===== src/rtl/mft_pkg.sv =====
package mft_pkg;

    localparam int NUM_MOTORS = 4;
    localparam int MOTOR_W    = (NUM_MOTORS > 1) ? $clog2(NUM_MOTORS) : 1;

    localparam logic [10:0] ID_BASE = 11'h200;
    localparam logic [10:0] ID_LO   = ID_BASE + 11'd1;
    localparam logic [10:0] ID_HI   = ID_BASE + 11'(NUM_MOTORS);
    localparam logic [7:0]  AGE_MAX = 8'd255;

    localparam int CFG_IDX_W  = 3;
    localparam int CFG_DATA_W = 16;

    typedef enum logic [CFG_IDX_W-1:0] {
        REG_PULSES_PER_ROUND    = 3'd0,
        REG_MOTOR_ENABLE        = 3'd1,
        REG_STALL_DISABLES      = 3'd2,
        REG_STALL_STEP_LIMIT    = 3'd3,
        REG_STALL_CURRENT_LIMIT = 3'd4,
        REG_STALL_TICKS         = 3'd5,
        REG_RX_AGE_LIMIT        = 3'd6,
        REG_TIMEOUT_TICKS       = 3'd7
    } cfg_idx_t;

    // settings the watchdog checks need
    typedef struct packed {
        logic        stall_disables;
        logic [14:0] stall_step_limit;
        logic [14:0] stall_current_limit;
        logic [9:0]  stall_ticks;
        logic [7:0]  rx_age_limit;
        logic [4:0]  timeout_ticks;
    } wd_cfg_t;

    // per motor watchdog state
    typedef struct packed {
        logic [9:0] stall_count;
        logic [4:0] loss_count;
        logic [7:0] rx_age;
        logic       stall_flag;
        logic       timeout_flag;
        logic       disable_request;
    } wd_state_t;

    localparam logic [15:0] RST_PULSES_PER_ROUND = 16'd8191;
    localparam wd_cfg_t RST_WD_CFG = '{
        stall_disables:      1'b0,
        stall_step_limit:    15'd5,
        stall_current_limit: 15'd3000,
        stall_ticks:         10'd500,
        rx_age_limit:        8'd50,
        timeout_ticks:       5'd20
    };

endpackage


===== src/rtl/mft_watchdog.sv =====
module mft_watchdog
    import mft_pkg::*;
(
    input  wd_cfg_t     cfg,
    input  logic [15:0] last_step,
    input  logic [15:0] last_current,
    input  wd_state_t   cur,
    output wd_state_t   nxt
);

    logic signed [16:0] step_s;
    logic        [16:0] step_mag;
    logic signed [16:0] curr_s;
    logic               standstill;
    logic        [10:0] stall_inc;
    logic        [7:0]  age_inc;
    logic        [5:0]  loss_inc;

    always_comb
    begin
        step_s     = {last_step[15], last_step};
        step_mag   = step_s[16] ? 17'(-step_s) : 17'(step_s);
        curr_s     = {last_current[15], last_current};
        standstill = (step_mag < {2'b00, cfg.stall_step_limit}) &&
                     (curr_s > $signed({2'b00, cfg.stall_current_limit}));
        stall_inc  = {1'b0, cur.stall_count} + 11'd1;
        age_inc    = (cur.rx_age < AGE_MAX) ? cur.rx_age + 8'd1 : cur.rx_age;
        loss_inc   = {1'b0, cur.loss_count} + 6'd1;

        nxt        = cur;
        nxt.rx_age = age_inc;

        if (standstill)
        begin
            if (stall_inc > {1'b0, cfg.stall_ticks})
            begin
                nxt.stall_count = '0;
                nxt.stall_flag  = 1'b1;
                if (cfg.stall_disables)
                    nxt.disable_request = 1'b1;
            end
            else
            begin
                nxt.stall_count = stall_inc[9:0];
            end
        end
        else
        begin
            nxt.stall_count = '0;
        end

        // age compare uses the freshly advanced age
        if (age_inc > cfg.rx_age_limit)
        begin
            if (loss_inc > {1'b0, cfg.timeout_ticks})
            begin
                nxt.loss_count      = '0;
                nxt.timeout_flag    = 1'b1;
                nxt.disable_request = 1'b1;
            end
            else
            begin
                nxt.loss_count = loss_inc[4:0];
            end
        end
        else
        begin
            nxt.loss_count = '0;
        end
    end

endmodule


===== src/rtl/motor_feedback_tracker_top.sv =====
// Motor feedback tracker: multi-turn encoder unwrap and stall / link-loss
// watchdog for NUM_MOTORS motors.
// Input stream (s_axis): one transaction is either a feedback frame
// (tuser func = 0) or a control tick (tuser func = 1). A standard data frame
// with id 0x201 to 0x204 updates that motor's step, multi-turn total, current
// and receive age; a tick runs the watchdog on every enabled motor.
// Output stream (m_axis): exactly one result transaction per input
// transaction, in order. It carries the frame's motor, unwrapped step and
// total (zero when no frame was taken) plus the sticky stall, timeout and
// disable masks after the update.
// The input register loads at the accept edge and the result register when
// the output is free. Throughput: one transaction per cycle while the receiver
// does not stall; the update is a single pass of adds and compares between
// the two registers.
// When the receiver stalls, the result register holds and the input register
// takes one more transaction before s_axis_tready drops.
// Reset clears all motor state, marks every motor's first frame to zero its
// total, and loads the default configuration. Configuration writes on cfg_we
// take effect at once and belong between transactions, with the block idle.
module motor_feedback_tracker_top
    import mft_pkg::*;
(
    input  logic                  clk,
    input  logic                  rst_n,

    input  logic                  cfg_we,
    input  logic [CFG_IDX_W-1:0]  cfg_index,
    input  logic [CFG_DATA_W-1:0] cfg_data,

    input  logic                  s_axis_tvalid,
    output logic                  s_axis_tready,
    // frame_id[10:0], pulse_raw[26:11], current_meas[42:27], zero fill
    input  logic [47:0]           s_axis_tdata,
    // func[0], frame_ok[1]
    input  logic [1:0]            s_axis_tuser,

    output logic                  m_axis_tvalid,
    input  logic                  m_axis_tready,
    // motor_index[1:0], pulse_step[17:2], position_total[49:18],
    // stall_mask[53:50], timeout_mask[57:54], disable_mask[61:58], zero fill
    output logic [63:0]           m_axis_tdata,
    // accepted[0]
    output logic [0:0]            m_axis_tuser
);

    // configuration
    logic [15:0]           ppr_reg;
    logic [NUM_MOTORS-1:0] motor_enable_reg;
    wd_cfg_t               wd_cfg_reg;

    // input register
    logic        in_valid_reg;
    logic        func_reg;
    logic        frame_ok_reg;
    logic [10:0] frame_id_reg;
    logic [15:0] pulse_raw_reg;
    logic [15:0] current_reg;

    // result register
    logic        out_valid_reg;
    logic        acc_reg;
    logic [1:0]  idx_reg;
    logic [15:0] step_reg;
    logic [31:0] total_reg;
    logic [3:0]  stall_mask_reg;
    logic [3:0]  timeout_mask_reg;
    logic [3:0]  disable_mask_reg;

    // motor state
    logic [15:0] prev_reading_reg [NUM_MOTORS];
    logic [31:0] pulse_total_reg  [NUM_MOTORS];
    logic [15:0] last_step_reg    [NUM_MOTORS];
    logic [15:0] last_current_reg [NUM_MOTORS];
    logic        zero_pending_reg [NUM_MOTORS];
    wd_state_t   wd_reg           [NUM_MOTORS];

    logic [15:0] prev_reading_next [NUM_MOTORS];
    logic [31:0] pulse_total_next  [NUM_MOTORS];
    logic [15:0] last_step_next    [NUM_MOTORS];
    logic [15:0] last_current_next [NUM_MOTORS];
    logic        zero_pending_next [NUM_MOTORS];
    wd_state_t   wd_next           [NUM_MOTORS];
    wd_state_t   wd_tick           [NUM_MOTORS];

    logic               out_free;
    logic               adv;
    logic               hit;
    logic [10:0]        id_off;
    logic [MOTOR_W-1:0] m_sel;
    logic [15:0]        diff;
    logic signed [16:0] diff_s;
    logic [16:0]        diff_mag;
    logic [15:0]        span16;
    logic [15:0]        step;
    logic [31:0]        total_new;
    logic [3:0]         stall_mask_next;
    logic [3:0]         timeout_mask_next;
    logic [3:0]         disable_mask_next;

    assign out_free      = !out_valid_reg || m_axis_tready;
    assign adv           = in_valid_reg && out_free;
    assign s_axis_tready = !in_valid_reg || out_free;

    genvar g;
    generate
        for (g = 0; g < NUM_MOTORS; g++)
        begin : g_wd
            mft_watchdog u_wd (
                .cfg          (wd_cfg_reg),
                .last_step    (last_step_reg[g]),
                .last_current (last_current_reg[g]),
                .cur          (wd_reg[g]),
                .nxt          (wd_tick[g])
            );
        end
    endgenerate

    // frame path
    always_comb
    begin
        id_off    = frame_id_reg - ID_LO;
        m_sel     = id_off[MOTOR_W-1:0];
        hit       = !func_reg && frame_ok_reg &&
                    (frame_id_reg >= ID_LO) && (frame_id_reg <= ID_HI);
        diff      = pulse_raw_reg - prev_reading_reg[m_sel];
        diff_s    = {diff[15], diff};
        diff_mag  = diff_s[16] ? 17'(-diff_s) : 17'(diff_s);
        span16    = ppr_reg + 16'd1;
        // unwrap by one turn when the step exceeds half a turn
        if (diff_mag > {2'b00, ppr_reg[15:1]})
            step = diff[15] ? diff + span16 : diff - span16;
        else
            step = diff;
        total_new = zero_pending_reg[m_sel] ? 32'd0 :
                    pulse_total_reg[m_sel] + {{16{step[15]}}, step};
    end

    always_comb
    begin
        for (int i = 0; i < NUM_MOTORS; i++)
        begin
            prev_reading_next[i] = prev_reading_reg[i];
            pulse_total_next[i]  = pulse_total_reg[i];
            last_step_next[i]    = last_step_reg[i];
            last_current_next[i] = last_current_reg[i];
            zero_pending_next[i] = zero_pending_reg[i];
            wd_next[i]           = wd_reg[i];
            if (func_reg)
            begin
                if (motor_enable_reg[i])
                    wd_next[i] = wd_tick[i];
            end
            else if (hit && (m_sel == MOTOR_W'(i)))
            begin
                prev_reading_next[i] = pulse_raw_reg;
                pulse_total_next[i]  = total_new;
                last_step_next[i]    = step;
                last_current_next[i] = current_reg;
                zero_pending_next[i] = 1'b0;
                wd_next[i].rx_age    = '0;
            end
        end

        stall_mask_next   = '0;
        timeout_mask_next = '0;
        disable_mask_next = '0;
        for (int i = 0; i < NUM_MOTORS && i < 4; i++)
        begin
            stall_mask_next[i]   = wd_next[i].stall_flag;
            timeout_mask_next[i] = wd_next[i].timeout_flag;
            disable_mask_next[i] = wd_next[i].disable_request;
        end
    end

    // configuration writes
    always_ff @(posedge clk or negedge rst_n)
    begin
        if (!rst_n)
        begin
            ppr_reg          <= RST_PULSES_PER_ROUND;
            motor_enable_reg <= '0;
            wd_cfg_reg       <= RST_WD_CFG;
        end
        else if (cfg_we)
        begin
            case (cfg_idx_t'(cfg_index))
                REG_PULSES_PER_ROUND:    ppr_reg <= cfg_data;
                REG_MOTOR_ENABLE:        motor_enable_reg <= cfg_data[NUM_MOTORS-1:0];
                REG_STALL_DISABLES:      wd_cfg_reg.stall_disables <= cfg_data[0];
                REG_STALL_STEP_LIMIT:    wd_cfg_reg.stall_step_limit <= cfg_data[14:0];
                REG_STALL_CURRENT_LIMIT: wd_cfg_reg.stall_current_limit <= cfg_data[14:0];
                REG_STALL_TICKS:         wd_cfg_reg.stall_ticks <= cfg_data[9:0];
                REG_RX_AGE_LIMIT:        wd_cfg_reg.rx_age_limit <= cfg_data[7:0];
                REG_TIMEOUT_TICKS:       wd_cfg_reg.timeout_ticks <= cfg_data[4:0];
                default:                 ppr_reg <= ppr_reg;
            endcase
        end
    end

    // input register
    always_ff @(posedge clk or negedge rst_n)
    begin
        if (!rst_n)
        begin
            in_valid_reg <= 1'b0;
        end
        else if (s_axis_tready)
        begin
            in_valid_reg <= s_axis_tvalid;
        end
    end

    always_ff @(posedge clk)
    begin
        if (s_axis_tready && s_axis_tvalid)
        begin
            func_reg      <= s_axis_tuser[0];
            frame_ok_reg  <= s_axis_tuser[1];
            frame_id_reg  <= s_axis_tdata[10:0];
            pulse_raw_reg <= s_axis_tdata[26:11];
            current_reg   <= s_axis_tdata[42:27];
        end
    end

    // motor state and result register advance together
    always_ff @(posedge clk or negedge rst_n)
    begin
        if (!rst_n)
        begin
            out_valid_reg <= 1'b0;
            for (int i = 0; i < NUM_MOTORS; i++)
            begin
                prev_reading_reg[i] <= '0;
                pulse_total_reg[i]  <= '0;
                last_step_reg[i]    <= '0;
                last_current_reg[i] <= '0;
                zero_pending_reg[i] <= 1'b1;
                wd_reg[i]           <= '0;
            end
        end
        else
        begin
            if (out_free)
                out_valid_reg <= in_valid_reg;
            if (adv)
            begin
                for (int i = 0; i < NUM_MOTORS; i++)
                begin
                    prev_reading_reg[i] <= prev_reading_next[i];
                    pulse_total_reg[i]  <= pulse_total_next[i];
                    last_step_reg[i]    <= last_step_next[i];
                    last_current_reg[i] <= last_current_next[i];
                    zero_pending_reg[i] <= zero_pending_next[i];
                    wd_reg[i]           <= wd_next[i];
                end
            end
        end
    end

    always_ff @(posedge clk)
    begin
        if (adv)
        begin
            acc_reg          <= hit;
            idx_reg          <= hit ? 2'(m_sel) : 2'd0;
            step_reg         <= hit ? step : 16'd0;
            total_reg        <= hit ? total_new : 32'd0;
            stall_mask_reg   <= stall_mask_next;
            timeout_mask_reg <= timeout_mask_next;
            disable_mask_reg <= disable_mask_next;
        end
    end

    assign m_axis_tvalid = out_valid_reg;
    assign m_axis_tuser  = acc_reg;
    assign m_axis_tdata  = {2'b00, disable_mask_reg, timeout_mask_reg, stall_mask_reg,
                            total_reg, step_reg, idx_reg};

endmodule

===== config.mk =====
export PLATFORM = sky130hd
export DESIGN_NAME = motor_feedback_tracker_top
export DESIGN_NICKNAME = d
export VERILOG_FILES = /design/src/rtl/mft_pkg.sv /design/src/rtl/mft_watchdog.sv /design/src/rtl/motor_feedback_tracker_top.sv
export SDC_FILE = /design/constraint.sdc
export NUM_CORES = 1
export LEC_CHECK = 0
export BUFFER_PORTS_ARGS = -buffer_cell sky130_fd_sc_hd__buf_2
export CAP_MARGIN = 10
export CORE_ASPECT_RATIO = 2
export CORE_MARGIN = 2
export CORE_UTILIZATION = 55
export CTS_BUF_LIST = sky130_fd_sc_hd__clkbuf_8
export CTS_CLUSTER_DIAMETER = 60
export DETAILED_ROUTE_END_ITERATION = 6
export GPL_TIMING_DRIVEN = 0
export PLACE_DENSITY = 0.79
export SETUP_SLACK_MARGIN = 0.5
export SYNTH_ARGS = -nofsm -noshare
export SYNTH_HDL_FRONTEND = slang
export SYNTH_SLANG_ARGS = --single-unit

===== constraint.sdc =====
create_clock -name clk -period 20.2 [get_ports clk]
set_input_delay 4.04 -clock clk [delete_from_list [all_inputs] [get_ports clk]]
set_output_delay 4.04 -clock clk [all_outputs]
set_load 0.01 [all_outputs]

==> run summary <==
Status - completed
Crit path max fanout - 10
PortBufs - 131
Post-synthesis adder-cell area fraction - 0.107
Post-CTS Hold Fix Bufs - 0
Slowest stage delay, CP - 1020 ps
Final Skew - 65.6 ps
DIE AREA - 67900 sq um
Post-layout net count - 4127
Share of cells above drive strength 1 - 0.161
Xor and xnor area share after synthesis - 0.0508
Ys async rst share - 0.824
Setup tns final - 0 ps
FP Rows - 132
Drt wl/cell - 21.8 um
Required time at the worst-slack endpoint - 20710 ps
Max reg flops - 128
Reg2Reg Depth - 46
Crit Path Category - reg -> reg
DRT antenna net count - 0
Worst path most repeated cell - clkbuf_1
Synthesized area per cell - 10.3 sq um
Min Tclk post-route - 16880 ps
Launch point of the worst hold path - wd_reg[78]
Root Buffer - clkbuf_8
Area of the core - 64900 sq um
Starting Density - 0.557
Post-synthesis mux area share - 0.0889
Maxcap violations - 0
Clk sinks - 612
Leakage - 19.4 nW
Pwr per Cell Area - 88.3 nW/um^2
Setup ws final - 3320 ps
DP Wirelength - 76.5 mm
Ratio of final minimum period to clock period - 0.836
Ys flop type - dfrtp_1
Synth cell types - 103
Post-CTS setup buffer count - 0
Logic pwr share - 0.298
Worst Path Arrival - 17400 ps
CP max stage cell - clkbuf_1
Worst Setup End Kind - flop
# resized after CTS - 0
Met3 wire length - 6.15 mm
Hold/Removal Path Class - reg -> reg
Final WL - 103 mm
First-pass GRT wire length - 158 mm
Area added between synthesis and finish - 11.0%
Max-slew violation count - 0
Hold path depth - 1
Final hold violation count - 0
Flop pwr share - 0.392
RD Place Congestion - 0.940
DR WL met2 - 51.7 mm
Setup slack, reg-to-reg - 3320 ps
Most frequent cells in the layout - nand2_1 (484), dfrtp_1 (467), ha_1 (304)
Worst slack, placed - 3680 ps
Simple-Gate Fraction of Synth Area - 0.144
Syn. warnings - 0
Mapped Area - 36100 sq um
Initial antenna violation count - 2
Register bit total from synthesis - 612
Largest family of logic cells by synthesized area - simple AND/OR/NAND/NOR gates
Unrepaired setup endpoints after global routing - false
Via count - 28500
Switching power - 1.26 mW
Internal power - 2.28 mW
DIE WIDTH - 185 um
Post-Synthesis Cells - 3507
Height of the die - 366 um
Compound-gate portion of the synthesized area - 0.138
Remaining DRCs - 0
Launching point of the worst reg2reg path - frame_id_reg[0]
Crit Reg-Reg Endpoint - total_reg[30]
Final count of negative-setup-slack endpoints - 0
CTS tree - built
Rel. slew slack - 0.0558
Total I/O pin count - 141
CTS Buffer Depth - 3
Switching Fraction - 0.357
Met1 Wirelength - 34.9 mm
Worst vdd ir - 0.0515 mV
Highest routed metal layer - met5
Clock power share - 0.309
Iteration-0 DRC count of the detailed router - 1749
Commonest non-fill, non-tap cell in the layout - nand2_1
Post-synth EDFFs - 108
Pre-antenna DRT Iters - 6
Pin count of the biggest net entering global routing - 119
Total CTS buffers - 90
Setup crit start kind - flop
Grt total ovfl - 0
DR vias/cell - 6.07
Max Freq - 59.2 MHz
Slew at the pin closest to its max-slew limit - 1380 ps
Clk Latency, worst-skew pair - 780 ps
Post-synthesis sequential area ratio - 0.440
GRT Util Overall - 0.305
Vias in the first global route - 29500
Hold Path End - wd_reg[78]
Clk pin slew, worst setup/hold paths - 70 ps
CTS HTree Levels - 3
[worst max-delay path by stage]
| stage | from | to | slack (ps) |
|---|---|---|---|
| floorplan | frame_id_reg[0] | total_reg[30] | 8580 |
| global placement | frame_id_reg[0] | total_reg[30] | 3760 |
| detailed placement | frame_id_reg[0] | total_reg[30] | 3680 |
| CTS | frame_id_reg[0] | total_reg[30] | 3610 |
| global route | frame_id_reg[0] | total_reg[30] | 2500 |
| finish | frame_id_reg[0] | total_reg[30] | 3320 |
[synthesized netlist by cell type (79+ instances only)]
master,n,area (sq um)
nand2_1,484,1820
dfrtp_1,467,11700
ha_1,304,3800
o21ai_0,294,1470
mux2_2,179,2020
xnor2_1,167,1460
inv_1,138,518
nor2_1,129,484
a21o_1,113,848
nand3_1,111,556
clkbuf_1,110,413
edfxtp_1,108,3240
a21oi_1,105,526
nand4_1,79,494
[logic make-up after synthesis]
logic type / after synthesis
simple gates: 1091
compound gates: 765
flops: 612
fa+ha+maj: 309
buf+inv: 284
mux: 238
xor+xnor: 207
other cells: 1
[final cells by class]
type	count	area, sq um
flip-flops and latches	612	15900
clock buffers	102	1400
clock inverters	68	543
well taps	871	1090
fillers	5331	24800
plain buffers	142	572
inverters	142	534
diodes	1	2.50
multi-input cells	2612	19200
repair buffers	146	897
[layer usage]
metal | GRT usage | up-vias
li1 | - | 13200
met1 | 0.311 | 13800
met2 | 0.528 | 1092
met3 | 0.0563 | 466
met4 | 0.263 | 2
met5 | 0 | -
[power by group through the flow]
| stage | Combinational (mW) | Sequential [mW] | Clock, mW |
|---|---|---|---|
| finish | 1.06 | 1.39 | 1.09 |
| global route | 1.15 | 1.40 | 1.16 |
| CTS | 1.04 | 1.39 | 1.11 |
| detailed placement | 1.03 | 1.41 | 0 |
| global placement | 0.989 | 1.41 | 0 |
| floorplan | 0.682 | 1.40 | 0 |
[worst max-delay path: cells and delay by family (launching register included)]
family / cells / cell delay, ps
AOI/OAI and AO/OA: 19 / 5660
xor gates and xnor gates: 2 / 390
adders and majority gates: 4 / 1870
buffers and inverters: 13 / 6590
DFF: 1 / 430
muxes: 1 / 390
and+or+nand+nor: 7 / 1270
[stage by stage]
stage | utilization | hold WS (ps) | std cells | area, sq um | power, mW
6_report | 0.618 | 459 | 4696 | 40100 | 3.54
5_1_grt | 0.618 | 485 | 4696 | 40100 | 3.70
4_1_cts | 0.617 | 460 | 4693 | 40100 | 3.54
3_5_place_dp | 0.587 | 445 | 4523 | 38100 | 2.44
3_3_place_gp | 0.584 | 440 | 4510 | 37900 | 2.40
2_1_floorplan | - | 429 | 3508 | 36100 | 2.08
Note: power is estimated with default switching activity, not from simulation.
